File: config.mk
export PLATFORM = sky130hd
export DESIGN_NAME = fixed_event_perf_counter_unit
export DESIGN_NICKNAME = d
export VERILOG_FILES = /design/src/fepc_pkg.sv /design/src/fixed_event_perf_counter_unit.sv
export SDC_FILE = /design/constraint.sdc
export NUM_CORES = 1
export LEC_CHECK = 0
export BUFFER_PORTS_ARGS = -buffer_cell sky130_fd_sc_hd__buf_2
export CORE_ASPECT_RATIO = 1.75
export CORE_MARGIN = 2
export CORE_UTILIZATION = 30
export CTS_CLUSTER_DIAMETER = 120
export DETAILED_ROUTE_END_ITERATION = 8
export PLACE_DENSITY_LB_ADDON = 0.2
export SYNTH_ARGS = -nofsm -noshare
export SYNTH_HDL_FRONTEND = slang
export SYNTH_SLANG_ARGS = --single-unit
File: constraint.sdc
create_clock -name clk_i -period 3.7 [get_ports clk_i]
set_input_delay 0.37 -clock clk_i [delete_from_list [all_inputs] [get_ports clk_i]]
set_output_delay 0.37 -clock clk_i [all_outputs]
set_load 0.05 [all_outputs]
File: src/fepc_pkg.sv
// Package for the fixed-event performance counter unit: sizes, register map
// offsets, action codes and the counter read helper.
// Depends on nothing; used by src/fixed_event_perf_counter_unit.sv.
package fepc_pkg;

  localparam int N_CNT         = 8;
  localparam int COUNTER_WIDTH = 32;

  localparam int OFF_W  = 15;
  localparam int DATA_W = 32;
  localparam int HITS_W = 8;
  localparam int ACT_W  = 2;

  // Input tdata: reg_offset, write_value, event_hits; padded to whole bytes.
  localparam int IN_RAW_W  = OFF_W + DATA_W + HITS_W;
  localparam int IN_DATA_W = ((IN_RAW_W + 7) / 8) * 8;
  // Output tdata: read_value, irq; padded to whole bytes.
  localparam int OUT_RAW_W  = DATA_W + 1;
  localparam int OUT_DATA_W = ((OUT_RAW_W + 7) / 8) * 8;

  typedef logic [COUNTER_WIDTH-1:0] cnt_t;
  typedef logic [N_CNT-1:0]         bits_t;
  typedef logic [OFF_W-1:0]         off_t;

  typedef enum logic [ACT_W-1:0] {
    ACT_TICK  = 2'd0,
    ACT_READ  = 2'd1,
    ACT_WRITE = 2'd2
  } action_e;

  localparam off_t OFF_CTRL       = 15'h4930;
  localparam off_t OFF_EVENT_EN   = 15'h4d60;
  localparam off_t OFF_INT_MASK   = 15'h06c8;
  localparam off_t OFF_INT_STATUS = 15'h06cc;
  localparam off_t OFF_INT_CLEAR  = 15'h06d0;

  localparam int CTRL_EN_BIT = 0;

  localparam off_t CNT_OFF [8] = '{
    15'h4948, 15'h494c, 15'h4950, 15'h4954,
    15'h4984, 15'h4988, 15'h4990, 15'h4994
  };

  // Low data word of a counter, zero-extended when the counter is narrower.
  function automatic logic [DATA_W-1:0] counter_low(cnt_t c);
    logic [63:0] wide;
    wide = 64'(c);
    return wide[DATA_W-1:0];
  endfunction

endpackage

File: src/fixed_event_perf_counter_unit.sv
// Top level of the fixed-event performance counter unit: input register,
// register map and counter update, result register.
// Depends on src/fepc_pkg.sv.
//
// An accepted item waits in the input register until the result register is
// free or being drained, then moves into it. Throughput: one item per cycle
// unless the result output stalls; the counter increment, wrap check and
// register read mux form the single path between input and result register.
// Reset: rst_ni clears all counters, enable bits and status, sets every
// interrupt mask bit, and empties both pipeline registers.
module fixed_event_perf_counter_unit (
  input  logic                            clk_i,
  input  logic                            rst_ni,
  // Item in
  input  logic                            s_axis_tvalid_i,
  output logic                            s_axis_tready_o,
  // [14:0] reg_offset, [46:15] write_value, [54:47] event_hits, [55] zero
  input  logic [fepc_pkg::IN_DATA_W-1:0]  s_axis_tdata_i,
  // [1:0] action
  input  logic [fepc_pkg::ACT_W-1:0]      s_axis_tuser_i,
  // Result out
  output logic                            m_axis_tvalid_o,
  input  logic                            m_axis_tready_i,
  // [31:0] read_value, [32] irq, [39:33] zero
  output logic [fepc_pkg::OUT_DATA_W-1:0] m_axis_tdata_o
);

  // Input register
  logic                           in_vld_q, in_vld_d;
  logic [fepc_pkg::IN_DATA_W-1:0] in_data_q;
  logic [fepc_pkg::ACT_W-1:0]     in_user_q;

  // Result register
  logic                            out_vld_q, out_vld_d;
  logic [fepc_pkg::OUT_DATA_W-1:0] out_data_q, out_data_d;

  // Block state
  fepc_pkg::cnt_t  cnt_q [fepc_pkg::N_CNT];
  fepc_pkg::cnt_t  cnt_d [fepc_pkg::N_CNT];
  logic            cnt_en_q, cnt_en_d;
  fepc_pkg::bits_t ev_en_q, ev_en_d;
  fepc_pkg::bits_t mask_q, mask_d;
  fepc_pkg::bits_t ovf_q, ovf_d;

  logic s_accept;
  logic advance;

  // Fields of the item held in the input register
  fepc_pkg::action_e         act;
  fepc_pkg::off_t            off;
  logic [fepc_pkg::DATA_W-1:0] wval;
  fepc_pkg::bits_t           hits;
  logic [fepc_pkg::DATA_W-1:0] rd_val;
  logic                      irq;

  // Move an item on whenever the result register is free or being drained.
  assign advance         = in_vld_q && (!out_vld_q || m_axis_tready_i);
  assign s_axis_tready_o = !in_vld_q || advance;
  assign s_accept        = s_axis_tvalid_i && s_axis_tready_o;

  assign act  = fepc_pkg::action_e'(in_user_q);
  assign off  = in_data_q[fepc_pkg::OFF_W-1:0];
  assign wval = in_data_q[fepc_pkg::OFF_W +: fepc_pkg::DATA_W];
  assign hits = in_data_q[fepc_pkg::OFF_W + fepc_pkg::DATA_W +: fepc_pkg::N_CNT];

  always_comb begin
    in_vld_d = in_vld_q;
    if (s_accept) begin
      in_vld_d = 1'b1;
    end else if (advance) begin
      in_vld_d = 1'b0;
    end
  end

  // Register map and counter update for the held item.
  always_comb begin
    cnt_d    = cnt_q;
    cnt_en_d = cnt_en_q;
    ev_en_d  = ev_en_q;
    mask_d   = mask_q;
    ovf_d    = ovf_q;
    rd_val   = '0;

    unique case (act)
      fepc_pkg::ACT_TICK: begin
        if (cnt_en_q) begin
          for (int i = 0; i < fepc_pkg::N_CNT; i++) begin
            if (ev_en_q[i] && hits[i]) begin
              cnt_d[i] = cnt_q[i] + fepc_pkg::cnt_t'(1);
              // Wrap to zero flags overflow
              if (cnt_d[i] == '0) begin
                ovf_d[i] = 1'b1;
              end
            end
          end
        end
      end
      fepc_pkg::ACT_READ: begin
        unique case (off)
          fepc_pkg::OFF_CTRL:       rd_val = fepc_pkg::DATA_W'(cnt_en_q);
          fepc_pkg::OFF_EVENT_EN:   rd_val = fepc_pkg::DATA_W'(ev_en_q);
          fepc_pkg::OFF_INT_MASK:   rd_val = fepc_pkg::DATA_W'(mask_q);
          fepc_pkg::OFF_INT_STATUS: rd_val = fepc_pkg::DATA_W'(ovf_q);
          default: begin
            for (int i = 0; i < fepc_pkg::N_CNT; i++) begin
              if (off == fepc_pkg::CNT_OFF[i]) begin
                rd_val = fepc_pkg::counter_low(cnt_q[i]);
              end
            end
          end
        endcase
      end
      fepc_pkg::ACT_WRITE: begin
        // Counters and status are read-only; drop writes to them.
        unique case (off)
          fepc_pkg::OFF_CTRL:      cnt_en_d = wval[fepc_pkg::CTRL_EN_BIT];
          fepc_pkg::OFF_EVENT_EN:  ev_en_d  = wval[fepc_pkg::N_CNT-1:0];
          fepc_pkg::OFF_INT_MASK:  mask_d   = wval[fepc_pkg::N_CNT-1:0];
          fepc_pkg::OFF_INT_CLEAR: ovf_d    = ovf_q & ~wval[fepc_pkg::N_CNT-1:0];
          default: ;
        endcase
      end
      default: ;
    endcase

    // Interrupt reflects the state after this item.
    irq = |(ovf_d & ~mask_d);
  end

  always_comb begin
    out_vld_d  = out_vld_q;
    out_data_d = out_data_q;
    if (advance) begin
      out_vld_d  = 1'b1;
      out_data_d = fepc_pkg::OUT_DATA_W'({irq, rd_val});
    end else if (m_axis_tready_i) begin
      out_vld_d = 1'b0;
    end
  end

  // Control and block state
  always_ff @(posedge clk_i or negedge rst_ni) begin
    if (!rst_ni) begin
      in_vld_q  <= 1'b0;
      out_vld_q <= 1'b0;
      cnt_en_q  <= 1'b0;
      ev_en_q   <= '0;
      mask_q    <= '1;
      ovf_q     <= '0;
      for (int i = 0; i < fepc_pkg::N_CNT; i++) begin
        cnt_q[i] <= '0;
      end
    end else begin
      in_vld_q  <= in_vld_d;
      out_vld_q <= out_vld_d;
      if (advance) begin
        cnt_en_q <= cnt_en_d;
        ev_en_q  <= ev_en_d;
        mask_q   <= mask_d;
        ovf_q    <= ovf_d;
        cnt_q    <= cnt_d;
      end
    end
  end

  // Payload registers: hold unless loading
  always_ff @(posedge clk_i) begin
    if (s_accept) begin
      in_data_q <= s_axis_tdata_i;
      in_user_q <= s_axis_tuser_i;
    end
    out_data_q <= out_data_d;
  end

  assign m_axis_tvalid_o = out_vld_q;
  assign m_axis_tdata_o  = out_data_q;

endmodule

# After elaboration in Yosys (flattened, before gate mapping)
# Index checks and enable logic that the tools add are counted.
classes:
  mux: 34
  n_addsub: 8
  n_reduce_logical: 36
  n_bitwise: 4
  eq_ne: 15
ops:
  columns: ["cell", "count"]
  rows:
  - ["32-bit by 1-bit adder with 32-bit output, second input constant", 8]
  - ["32-bit logical NOT", 8]
  - ["32-bit 2-to-1 mux", 8]
  - ["15-bit equality test, second input constant", 10]
  - ["32-bit one-hot mux with 4 select lines", 1]
  - ["15-bit by 11-bit equality test with 1-bit output, second input constant", 3]
  - ["8-bit 2-to-1 mux", 4]
  - ["4-bit AND reduction", 8]
  - ["1-bit 2-to-1 mux", 20]
  - ["8-bit AND", 2]
  - ["8-bit inverter", 2]
  - ["8-bit one-hot mux with 2 select lines", 1]
  - ["1-bit logical AND", 10]
  - ["8-bit OR reduction", 1]
  - ["3-bit AND reduction", 2]
  - ["2-bit nonzero test", 2]
  - ["2-bit by 1-bit equality test with 1-bit output, second input constant", 1]
  - ["2-bit equality test, second input constant", 1]
  - ["1-bit logical NOT", 2]
  - ["2-bit logical NOT", 1]
  - ["1-bit logical OR", 2]
totals:
  wordCells: 115
  out_inout_bits: 42
  inputBits: 62
  ff_bits: 373

# Depth between registers and ports, before layout
logic_depth:
  word_depth: 10
  mapped_depth: 12
  ltp_nobuf: 10

# Least setup slack after synthesis
# Ideal clock, no wire load.
synth_timing:
  path_kind: "reg2reg"
  start: "register cnt_q[32] in the netlist's numbering"
  end: "register out_data_q, in the netlist m_axis_tdata_o[32] (data pin)"
  path_buffers: 2
  required_time_ns: 3.441
  stages_incl_launch_ff: 13
  setup_time_ns: 0.259
  t_arrival_ns: 2.627
  slack_ns: 0.814
  path_cell_list: "dfrtp_1 ha_1 clkbuf_1 nand3_1 or4_1 buf_2 or3_1 nor3b_1 o22ai_1 nor4bb_1 a41oi_1 nand4_1 a211o_1"
synth_via:
  elab_chain_len: 8
synth_lines:
  columns: ["item", "line", "rtl"]
  rows:
  - ["start, declared", "fixed_event_perf_counter_unit.sv:38", "fepc_pkg::cnt_t cnt_q [fepc_pkg::N_CNT];"]
  - ["start signal, assigned", "fixed_event_perf_counter_unit.sv:161", "cnt_q <= cnt_d;"]
  - ["32-bit by 1-bit adder with 32-bit output", "fixed_event_perf_counter_unit.sv:89", "cnt_d[i] = cnt_q[i] + fepc_pkg::cnt_t'(1);"]
  - ["32-bit logical NOT", "fixed_event_perf_counter_unit.sv:91", "if (cnt_d[i] == '0) begin"]
  - ["1-bit 2-to-1 mux", "fixed_event_perf_counter_unit.sv:91", null]
  - ["1-bit 2-to-1 mux", "fixed_event_perf_counter_unit.sv:88", "if (ev_en_q[i] && hits[i]) begin"]
  - ["8-bit 2-to-1 mux", "fixed_event_perf_counter_unit.sv:86", "if (cnt_en_q) begin"]
  - ["8-bit one-hot mux with 2 select lines", "fixed_event_perf_counter_unit.sv:84", "unique case (act)"]
  - ["8-bit AND", "fixed_event_perf_counter_unit.sv:127", "irq = |(ovf_d & ~mask_d);"]
  - ["8-bit OR reduction", "fixed_event_perf_counter_unit.sv:127", null]
  - ["named net irq", "fixed_event_perf_counter_unit.sv:54", "logic irq;"]
  - ["end signal, assigned", "fixed_event_perf_counter_unit.sv:172", "out_data_q <= out_data_d;"]
  - ["end, declared", "fixed_event_perf_counter_unit.sv:35", "logic [fepc_pkg::OUT_DATA_W-1:0] out_data_q, out_data_d;"]
# The timed path passes the listed nets, and every way through them passes these cells.
# A chain may end at the register's enable or synchronous reset.

# Final worst setup path
layout_timing:
  start: "register cnt_q[128] in the netlist's numbering"
  end: "register out_data_q, in the netlist m_axis_tdata_o[32] (data pin)"
# The elaborated chain is that of the path after synthesis.

==> flow_summary.json <==
{
  "syn_area_sq_um": 20880,
  "grt_max_degree": 92,
  "worstSetupEndpointType": "flip-flop",
  "syn2layout_area_growth_pct": 15.79,
  "cts_inserted_buffers": 38,
  "cts_tree": "yes",
  "overflow": 0,
  "finalPower_uw": 8342,
  "p_comb_frac": 0.037,
  "min_period_ns": 3.491,
  "power_frac_clock": 0.482,
  "maxCapViolCount": 0,
  "netlist.area_leader.share": 0.3296,
  "cp_max_fo": 9,
  "first_iter_violations": 1355,
  "cp.buffers_inverters": 1,
  "fin_crit_sh": 0.9434,
  "vias": 18100,
  "synth.area.top_cells": "dfrtp_1 (33%), xnor2_1 (10%), edfxtp_1 (9.5%)",
  "wire_per_inst_microns": 23.69,
  "diodes": 0,
  "cts.sink_count": 349,
  "leakage_uw": 0.009592,
  "firstDrtPassIters": 6,
  "io_buffers": 71,
  "whs_ns": 0.09455,
  "antenna_found_initial": 0,
  "final.setup.worst_slack_ns": 0.2094,
  "rsz0062_at_grt": "no",
  "synth_top_area_cell": "dfrtp_1",
  "drive_above_1_share": 0.1289,
  "p_seq_frac": 0.480,
  "final-setup-viol-count": 0,
  "die_y_microns": 353.0,
  "dieArea_sq_um": 71800,
  "gp_congestion": 0.9712,
  "rows": 128,
  "p_sw_frac": 0.2511,
  "place_ws_ns": 0.2248,
  "cpPeakStageDelay_ns": 0.69,
  "ys_warn_count": 0,
  "h-tree-depth": 2,
  "critPathSlowestCell": "nor4_1",
  "path_delay_family": "simple AND/OR/NAND/NOR gates",
  "final_nets": 2408,
  "hpwl_microns": 60180,
  "skew_ns": 0.02509,
  "status": "complete, no violations",
  "path_clk_slew_ns": 0.07,
  "tns_ns": 0,
  "ant_nets": 0,
  "clk_path_buf_depth": 3,
  "synth-main-ff-cell": "dfrtp_1",
  "switchingPower_uw": 2095,
  "synth_cells": 2266,
  "synth_enable_flop_cells": 66,
  "ir_drop_mv": 0.2811,
  "p_int_uw": 6247,
  "cp-start-kind": "flip-flop",
  "min_path_type": "in -> reg",
  "core_area_sq_um": 69190,
  "arrival_ns": 3.94,
  "worstSkewPairLatency_ns": 0.58,
  "start_util": 0.3018,
  "hold_viol": 0,
  "critPathMostFrequentCell": "o2111ai_1",
  "max_freq_mhz": 286.5,
  "grtUsageTotal": 0.2149,
  "grt_pass1_wl_microns": 116500,
  "cts_resized": 0,
  "path_class": "reg -> reg",
  "post-route-util": 0.3494,
  "critical_path.cell_chain": "ha_1, or3_1, a211oi_1, o2111ai_1, a21oi_1, o2111ai_1, nor4_1, buf_4, nand3_1, nand4_1, a211o_1",
  "worstPathRequired_ns": 4.15,
  "ys_async_sr_fraction": 0.8109,
  "synth_cell_type_count": 80,
  "io_pins": 104,
  "die_x_microns": 203.4,
  "ys_ff_latch": 349,
  "slew_violations": 0,
  "root_buffer": "clkbuf_16",
  "slew_headroom": 0.4065,
  "totalWireLength_microns": 77630,
  "yosysSeqAreaShare": 0.4346,
  "avgSynthCellArea_sq_um": 9.213,
  "grt_pass1_vias": 18350,
  "worst_pin_slew_ns": 0.8903,
  "viasPerCell": 5.523,
  "drc": 0,
  "p_per_area_nw_per_um2": 345.1
}
## layer usage
| layer | GRT usage | up-vias | share of wire |
|---|---|---|---|
| met5 | 0 | - | 0 |
| met3 | 0.02076 | 197 | 0.033 |
| met2 | 0.4078 | 490 | 0.54 |
| li1 | - | 8390 | - |
| met1 | 0.2222 | 9021 | 0.35 |
| met4 | 0.1377 | 0 | 0.070 |
## cells in the mapped netlist (16+ instances only)
| cell type | n |
|---|---|
| or3_1 | 21 |
| dfrtp_1 | 275 |
| clkbuf_1 | 139 |
| edfxtp_1 | 66 |
| o21ai_0 | 45 |
| nor3_1 | 79 |
| xnor2_1 | 238 |
| nand2b_1 | 21 |
| nand4_1 | 113 |
| nor2_1 | 184 |
| a22oi_1 | 47 |
| a31oi_1 | 35 |
| nand2_1 | 224 |
| a221oi_1 | 21 |
| mux2_2 | 16 |
| buf_2 | 20 |
| and3_1 | 57 |
| inv_1 | 30 |
| xor2_1 | 90 |
| and4_1 | 23 |
| a21oi_1 | 42 |
| nor4_1 | 37 |
| nand3_1 | 155 |
| and2_1 | 21 |
| a211oi_1 | 17 |
| a222oi_1 | 28 |
## flip-flops by register name (all words and copies together) (netlist names)
| signal | flops |
|---|---|
| mask_q | 8 |
| m_axis_tdata_o | 33 |
| cnt_en_q | 1 |
| in_data_q | 31 |
| ev_en_q | 8 |
| cnt_q | 256 |
| ovf_q | 8 |
| m_axis_tvalid_o | 1 |
| in_vld_q | 1 |
| act | 2 |
## worst min-delay path, stage by stage
cell and delay, ns:
buf_2 0.08, nand2b_1 0.11, nand2b_1 0.06
## kinds of logic after synthesis
logic type / after synthesis / synth area share
AND/OR/NAND/NOR: 1001 / 0.2485
other: 1 / 0.0001796
AO/OA/AOI/OAI: 337 / 0.1184
flip-flops: 349 / 0.4346
buffers and inverters: 215 / 0.04195
multiplexers: 26 / 0.01342
XOR/XNOR: 328 / 0.1376
adder cells (fa/ha/maj): 9 / 0.005394
## stage by stage
step                std cells  cell area, sq um
floorplan                2272             20900
global placement         3172             22550
detailed placement       3172             22550
CTS                      3277             24170
global route             3277             24170
finish                   3277             24170
## power groups by stage
stage / clock [uW] / combinational [uW] / sequential (uW)
global placement: 0 / 286 / 4080
global route: 4250 / 339 / 4010
CTS: 4120 / 321 / 4010
detailed placement: 0 / 291 / 4080
finish: 4020 / 313 / 4010
floorplan: 0 / 68.5 / 4140
## final timing paths
| path | depth (start not counted) | end | slack, ns | from |
|---|---|---|---|---|
| setup reg to reg | 11 | m_axis_tdata_o[32] | 0.21 | cnt_q[128] |
| min in group asynchronous | 2 | cnt_q[3] | 0.37 | rst_ni |
| hold reg to reg | 2 | ovf_q[3] | 0.50 | ovf_q[3] |
| max in group asynchronous | 3 | cnt_q[81] | 2.28 | rst_ni |
| hold / removal | 3 | m_axis_tvalid_o | 0.09 | m_axis_tready_i |
| setup / recovery | 11 | m_axis_tdata_o[32] | 0.21 | cnt_q[128] |
## area by class of cell
cell class | instances | area, sq um
clock buffer | 44 | 1003
sequential | 349 | 9074
clock inverter | 26 | 267.8
timing repair buffer | 210 | 1584
inverter | 30 | 112.6
fill | 7098 | 45010
tap | 910 | 1139
multi-input combinational | 1708 | 10990
## placed cells by master (no fill, tap or decap), types with 8 or more instances in the layout
master / synthesis / final
nand3_1: 155 / 155
xor2_1: 90 / 90
nand2_1: 224 / 224
a211o_1: 10 / 10
or2_2: 10 / 10
nor3_1: 79 / 73
o21ai_0: 45 / 45
o31ai_1: 12 / 12
xnor2_1: 238 / 238
ha_1: 9 / 9
or4_1: 11 / 11
inv_1: 30 / 30
a21oi_1: 42 / 42
clkbuf_16: 0 / 38
a222oi_1: 28 / 28
nor2_1: 184 / 183
and4_1: 23 / 23
dlygate4sd3_1: 0 / 35
nor4_1: 37 / 37
a221oi_1: 21 / 21
nand4_1: 113 / 113
buf_4: 9 / 97
buf_2: 20 / 70
and3_1: 57 / 57
a311oi_1: 8 / 8
a31oi_1: 35 / 35
a22o_1: 12 / 12
edfxtp_1: 66 / 66
or3_1: 21 / 21
mux2_2: 16 / 16
and2_1: 21 / 20
dfstp_2: 8 / 8
a211oi_1: 17 / 17
mux2i_1: 10 / 10
dfrtp_1: 275 / 275
a22oi_1: 47 / 47
nand2b_1: 21 / 21
## what timing repair did
action,4_1_cts,5_1_grt
hold endpoints to repair,115,0
buffers inserted,0,0
hold buffers,35,0
Power figures use the tool's default switching activity.
